--- config.mk ---
export PLATFORM = sky130hd
export DESIGN_NAME = square_channel_frequency_sweep_unit
export DESIGN_NICKNAME = d
export VERILOG_FILES = /design/src/design/scf_pkg.sv /design/src/design/scf_step.sv /design/src/design/square_channel_frequency_sweep_unit.sv
export SDC_FILE = /design/constraint.sdc
export NUM_CORES = 1
export LEC_CHECK = 0
export BUFFER_PORTS_ARGS = -buffer_cell sky130_fd_sc_hd__buf_2
export CAP_MARGIN = 40
export CORE_ASPECT_RATIO = 0.8
export CORE_MARGIN = 5
export CORE_UTILIZATION = 60
export DETAILED_ROUTE_END_ITERATION = 7
export PLACE_DENSITY_LB_ADDON = 0.12
export SYNTH_ARGS = -nofsm -noshare
export SYNTH_HDL_FRONTEND = slang
export SYNTH_SLANG_ARGS = --single-unit
--- constraint.sdc ---
create_clock -name clk -period 8.2 [get_ports clk]
set_clock_uncertainty 0.2 [all_clocks]
set_input_delay 0.82 -clock clk [delete_from_list [all_inputs] [get_ports clk]]
set_output_delay 0.82 -clock clk [all_outputs]
set_load 0.02 [all_outputs]
--- src/design/scf_pkg.sv ---
`timescale 1ns / 1ps

package scf_pkg;

    localparam int FreqWidth    = 11;
    localparam int SettingWidth = 7;
    localparam int CountWidth   = 4;

    localparam logic [2:0]            ShiftMask     = 3'h7;
    localparam int                    NegateBit     = 3;
    localparam logic [CountWidth-1:0] DefaultPeriod = 4'd8;

    typedef enum logic [1:0] {
        OP_WRITE_SETTING = 2'd0,
        OP_TRIGGER       = 2'd1,
        OP_SWEEP_TICK    = 2'd2,
        OP_DISARM        = 2'd3
    } opcode_t;

    typedef struct packed {
        logic [SettingWidth-1:0] setting;
        logic [FreqWidth-1:0]    shadow;
        logic                    negate_used;
        logic                    armed;
        logic [CountWidth-1:0]   countdown;
    } sweep_state_t;

    typedef struct packed {
        logic                 frequency_update;
        logic [FreqWidth-1:0] new_frequency;
        logic                 disable_channel;
    } sweep_result_t;

    // shadow +/- (shadow >> shift); bit FreqWidth is the overflow flag
    function automatic logic [FreqWidth:0] sweep_calc(
        input logic [FreqWidth-1:0]    freq,
        input logic [SettingWidth-1:0] setting
    );
        logic [FreqWidth-1:0] delta;
        delta = freq >> (setting[2:0] & ShiftMask);
        if (setting[NegateBit])
        begin
            sweep_calc = {1'b0, freq} - {1'b0, delta};
        end
        else
        begin
            sweep_calc = {1'b0, freq} + {1'b0, delta};
        end
    endfunction

endpackage

--- src/design/scf_step.sv ---
`timescale 1ns / 1ps

module scf_step
    import scf_pkg::*;
(
    input  sweep_state_t                cur,
    input  logic [1:0]                  opcode,
    input  logic [SettingWidth-1:0]     setting_value,
    input  logic [FreqWidth-1:0]        trigger_frequency,
    output sweep_state_t                nxt,
    output sweep_result_t               res
);

    logic [2:0]           period;
    logic [2:0]           shift;
    logic [FreqWidth:0]   calc_first;
    logic [FreqWidth:0]   calc_second;
    logic [FreqWidth-1:0] calc_src;

    assign period = cur.setting[6:4];
    assign shift  = cur.setting[2:0] & ShiftMask;

    // trigger checks the incoming frequency, a tick checks the shadow
    assign calc_src    = (opcode_t'(opcode) == OP_TRIGGER) ? trigger_frequency : cur.shadow;
    assign calc_first  = sweep_calc(calc_src, cur.setting);
    assign calc_second = sweep_calc(calc_first[FreqWidth-1:0], cur.setting);

    always_comb
    begin
        nxt = cur;
        res = '0;
        case (opcode_t'(opcode))
            OP_WRITE_SETTING:
            begin
                res.disable_channel = cur.negate_used && !setting_value[NegateBit];
                nxt.setting         = setting_value;
            end
            OP_TRIGGER:
            begin
                nxt.negate_used = 1'b0;
                nxt.shadow      = trigger_frequency;
                if ((period | shift) != 3'd0)
                begin
                    nxt.armed     = 1'b1;
                    nxt.countdown = (period != 3'd0) ? {1'b0, period} : DefaultPeriod;
                end
                else
                begin
                    nxt.armed     = 1'b0;
                    nxt.countdown = '0;
                end
                if (shift != 3'd0)
                begin
                    nxt.negate_used     = cur.setting[NegateBit];
                    res.disable_channel = calc_first[FreqWidth];
                end
            end
            OP_SWEEP_TICK:
            begin
                if (cur.armed)
                begin
                    if (cur.countdown > 4'd1)
                    begin
                        nxt.countdown = cur.countdown - 4'd1;
                    end
                    else
                    begin
                        if (period != 3'd0)
                        begin
                            nxt.negate_used     = cur.negate_used | cur.setting[NegateBit];
                            res.disable_channel = calc_first[FreqWidth];
                            if (!calc_first[FreqWidth] && (shift != 3'd0))
                            begin
                                nxt.shadow           = calc_first[FreqWidth-1:0];
                                res.frequency_update = 1'b1;
                                res.new_frequency    = calc_first[FreqWidth-1:0];
                                res.disable_channel  = calc_second[FreqWidth];
                            end
                        end
                        nxt.countdown = (period != 3'd0) ? {1'b0, period} : DefaultPeriod;
                    end
                end
            end
            OP_DISARM:
            begin
                nxt.armed = 1'b0;
            end
            default:
            begin
                nxt = cur;
            end
        endcase
    end

endmodule

--- src/design/square_channel_frequency_sweep_unit.sv ---
`timescale 1ns / 1ps

// frequency sweep unit of a square-wave sound channel
// input channel (in_valid / in_ready): one transaction carries an opcode
//   (write sweep setting, trigger, sweep tick, disarm) with setting_value and
//   trigger_frequency; fields that the opcode does not use are ignored
// output channel (out_valid / out_ready): exactly one result transaction per
//   input transaction, in order: frequency_update, new_frequency and
//   disable_channel
// an accepted transaction lands in the input register, passes the step
//   logic and is written into the result register when that slot is free
//   or being emptied, and is shown from then on
// throughput: one transaction per cycle unless the output stalls; the whole
//   step (two chained shift-add overflow checks) lies between the registers
// a stalled receiver holds the result register; the input register still
//   takes one more transaction, after which in_ready drops until the result
//   is taken
// reset (rst_n low, asynchronous) empties both registers and clears the sweep
//   setting, shadow frequency, negate-used flag and countdown

module square_channel_frequency_sweep_unit
    import scf_pkg::*;
(
    input  logic                    clk,
    input  logic                    rst_n,
    input  logic                    in_valid,
    output logic                    in_ready,
    input  logic [1:0]              opcode,
    input  logic [SettingWidth-1:0] setting_value,
    input  logic [FreqWidth-1:0]    trigger_frequency,
    output logic                    out_valid,
    input  logic                    out_ready,
    output logic                    frequency_update,
    output logic [FreqWidth-1:0]    new_frequency,
    output logic                    disable_channel
);

    // input register
    logic                    in_valid_reg;
    logic [1:0]              opcode_reg;
    logic [SettingWidth-1:0] setting_reg;
    logic [FreqWidth-1:0]    trig_reg;

    // result register
    logic                    out_valid_reg;
    sweep_result_t           result_reg;

    // sweep state
    sweep_state_t            state_reg;
    sweep_state_t            state_next;
    sweep_result_t           result_next;

    logic                    advance;
    logic                    fire;

    // result slot free or being emptied this cycle
    assign advance  = !out_valid_reg || out_ready;
    assign fire     = in_valid_reg && advance;
    assign in_ready = !in_valid_reg || advance;

    scf_step u_step (
        .cur               (state_reg),
        .opcode            (opcode_reg),
        .setting_value     (setting_reg),
        .trigger_frequency (trig_reg),
        .nxt               (state_next),
        .res               (result_next)
    );

    always_ff @(posedge clk or negedge rst_n)
    begin
        if (!rst_n)
        begin
            in_valid_reg  <= 1'b0;
            out_valid_reg <= 1'b0;
            state_reg     <= '0;
        end
        else
        begin
            if (in_ready)
            begin
                in_valid_reg <= in_valid;
            end
            if (advance)
            begin
                out_valid_reg <= in_valid_reg;
            end
            // state moves only when the step's result is committed
            if (fire)
            begin
                state_reg <= state_next;
            end
        end
    end

    // payload registers, no reset needed
    always_ff @(posedge clk)
    begin
        if (in_valid && in_ready)
        begin
            opcode_reg  <= opcode;
            setting_reg <= setting_value;
            trig_reg    <= trigger_frequency;
        end
        if (fire)
        begin
            result_reg <= result_next;
        end
    end

    assign out_valid        = out_valid_reg;
    assign frequency_update = result_reg.frequency_update;
    assign new_frequency    = result_reg.new_frequency;
    assign disable_channel  = result_reg.disable_channel;

endmodule

==> run summary <==
outcome: finished clean
Rows: 31
final setup vio count: 0
crit path DAT: 7.70 ns
vias in the first global route: 5028
DR pass1 iterations: 6
via count: 5258
worst hold-check path type: register to register
fin crit share: 95.4%
most common cell in the netlist: nor2_1
Port Buffers: 38
CP Data Required Time: 8.07 ns
Async S/R FF share, synth: 44.1%
Mapped Nets: 657
Final Max Slew Viols: 0
initial core utilization: 61.4%
max FFs per register: 24
Hold Crit Start: setting_reg[0]
CP startpoint: opcode_reg[1]
GR Util met3: 9.69%
Synth area leader: edfxtp_1
total negative slack: 0 ns
antenna viol nets, final: 0
Max Fclk: 128 MHz
Most Crowded Layer GR: met2
DRC viols: 0
Area growth, synth to finish: 16.8%
die width: 118 um
CTS clock-pin slew for the worst setup and hold paths: 0.06 ns
Synth area leaders: edfxtp_1 (18%), dfrtp_1 (12%), mux2i_1 (6.5%)
Die Y-Extent: 96.0 um
DPL Wire Length: 12700 um
core area: 9040 um2
# IOs: 39
Synth top area share: 17.8%
Critical Path Max Stage Delay: 0.56 ns
Post-Synthesis Cells: 613
clk root buf: clkbuf_16
initial antenna violation count: 0
Worst R2R Start: opcode_reg[1]
Synth cell types: 87
# nets final: 720
WS Path Type: register to register
Hold Buf Count CTS: 0
Yosys Warn Count: 0
CTS tree: done
RSZ-0062 raised after global routing: no
Seq cells post-synth: 59
part of the Yosys area used for sequential elements: 29.6%
CTS sink count: 59
Main synth FF type: edfxtp_1
crit start category: register
slowest CP cell: a221oi_1
H-tree depth: 3
Antenna Cells: 0
Commonest cells post-synth: nor2_1 (67), nand2_1 (54), a21oi_1 (36), mux2i_1 (36), edfxtp_1 (33)
die area: 11300 um2
first-pass GRT wire length: 26500 um
routability cong.: 0.969
initial DRC count: 677
Avg Vias per Cell: 6.61
largest net degree at the start of global routing: 27
Slew @ Worst Pin: 0.896 ns
Netlist Area Pre-Place: 5550 um2
clock buffer count from CTS: 9
met1 Use GR: 40.2%
Worst setup EP type: register
drt wl/cell: 21.1 um
Clk Latency, worst-skew pair: 0.33 ns
Tot GR Track Use: 29.9%
Worst Path Max Fanout: 7
gr ovfl total: 0
final hold vios: 0
number of synthesized flops with an enable pin: 33
clock tree buffer depth: 2
Filler cells: 697
M2 GR Usage: 46.4%
syn_area_per_cell: 9.06 um2
layout cells sized above 1: 25.3%
number of max-cap violations: 0
DRT Wirelength: 16800 um
Tmin final: 7.82 ns
Rel. slew slack: 39.8%
## placed cells by master, fill, tap and decap left out, drive strengths merged, types with 7 or more instances in the layout
master,n
edfxtp,33
dfrtp,26
o21ai,33
nand2,55
mux2i,37
a31oi,9
or3,7
nand2b,8
a211oi,11
nor2b,10
inv,26
mux2,24
a21oi,37
xor2,12
buf,81
ha,20
nand4,7
nand3,12
nor2,67
and2,8
clkbuf,10
xnor2,28
nor3,16
## logic make-up after synthesis
group,synth area share [%]
adders and majority gates,4.51
DFF,29.6
and+or+nand+nor,19.6
muxes,14.1
AOI/OAI and AO/OA,20.4
buffers and inverters,4.24
xor gates and xnor gates,7.59
## layout make-up
| type | count | area (um2) | share of cell area (%) |
|---|---|---|---|
| inverters | 25 | 96.3 | 1.49 |
| repair buffers | 81 | 533 | 8.22 |
| multi-input cells | 500 | 3790 | 58.4 |
| clock inverters | 6 | 50.0 | 0.772 |
| flip-flops and latches | 59 | 1640 | 25.3 |
| clock buffers | 10 | 229 | 3.53 |
| well taps | 115 | 144 | 2.22 |
## metrics by stage
step                util [%]  setup slack (ns)  hold WS, ns  instances  area (um2)
floorplan                  -             0.625        0.249        613        5550
global placement        66.3             0.140        0.263        767        5990
detailed placement      66.5            -0.183        0.273        769        6010
CTS                     70.1            0.0105        0.286        788        6330
global route            71.8           0.00140        0.298        796        6480
finish                  71.8             0.376        0.283        796        6480
## metal layers
layer / up-vias / share of wire (%)
li1: 2423 / -
met1: 2529 / 45
met2: 269 / 44
met3: 37 / 9.8
met4: 0 / 2.1
met5: - / 0
## final timing paths
path,to,slack [ns],cells past startpoint
max in group asynchronous,state_reg[18],7.05,1
setup reg to reg,disable_channel,0.38,33
hold / removal,state_reg[17],0.28,1
setup / recovery,disable_channel,0.38,33
min in group asynchronous,state_reg[23],0.30,1
hold reg to reg,state_reg[17],0.28,1
## critical path, delay by kind of cell (launching register included)
family,cells,cell delay [ns]
multiplexers,1,0.53
AO/OA/AOI/OAI,12,2.84
flip-flops,1,0.45
adder cells (fa/ha/maj),2,0.61
XOR/XNOR,3,0.53
AND/OR/NAND/NOR,10,1.72
buffers and inverters,5,0.68
## what timing repair did
item | 4_1_cts | 5_1_grt
setup buffers | 3 | 8
resized for setup | 3 | 16
endpoints found under the hold margin | 0 | 0
pin swaps | 1 | 7
endpoints found under the setup margin | 1 | 1
Power is left out: the tool's default activity adds up to more than one toggle a clock period on the data nets, which glitch-free logic cannot reach.
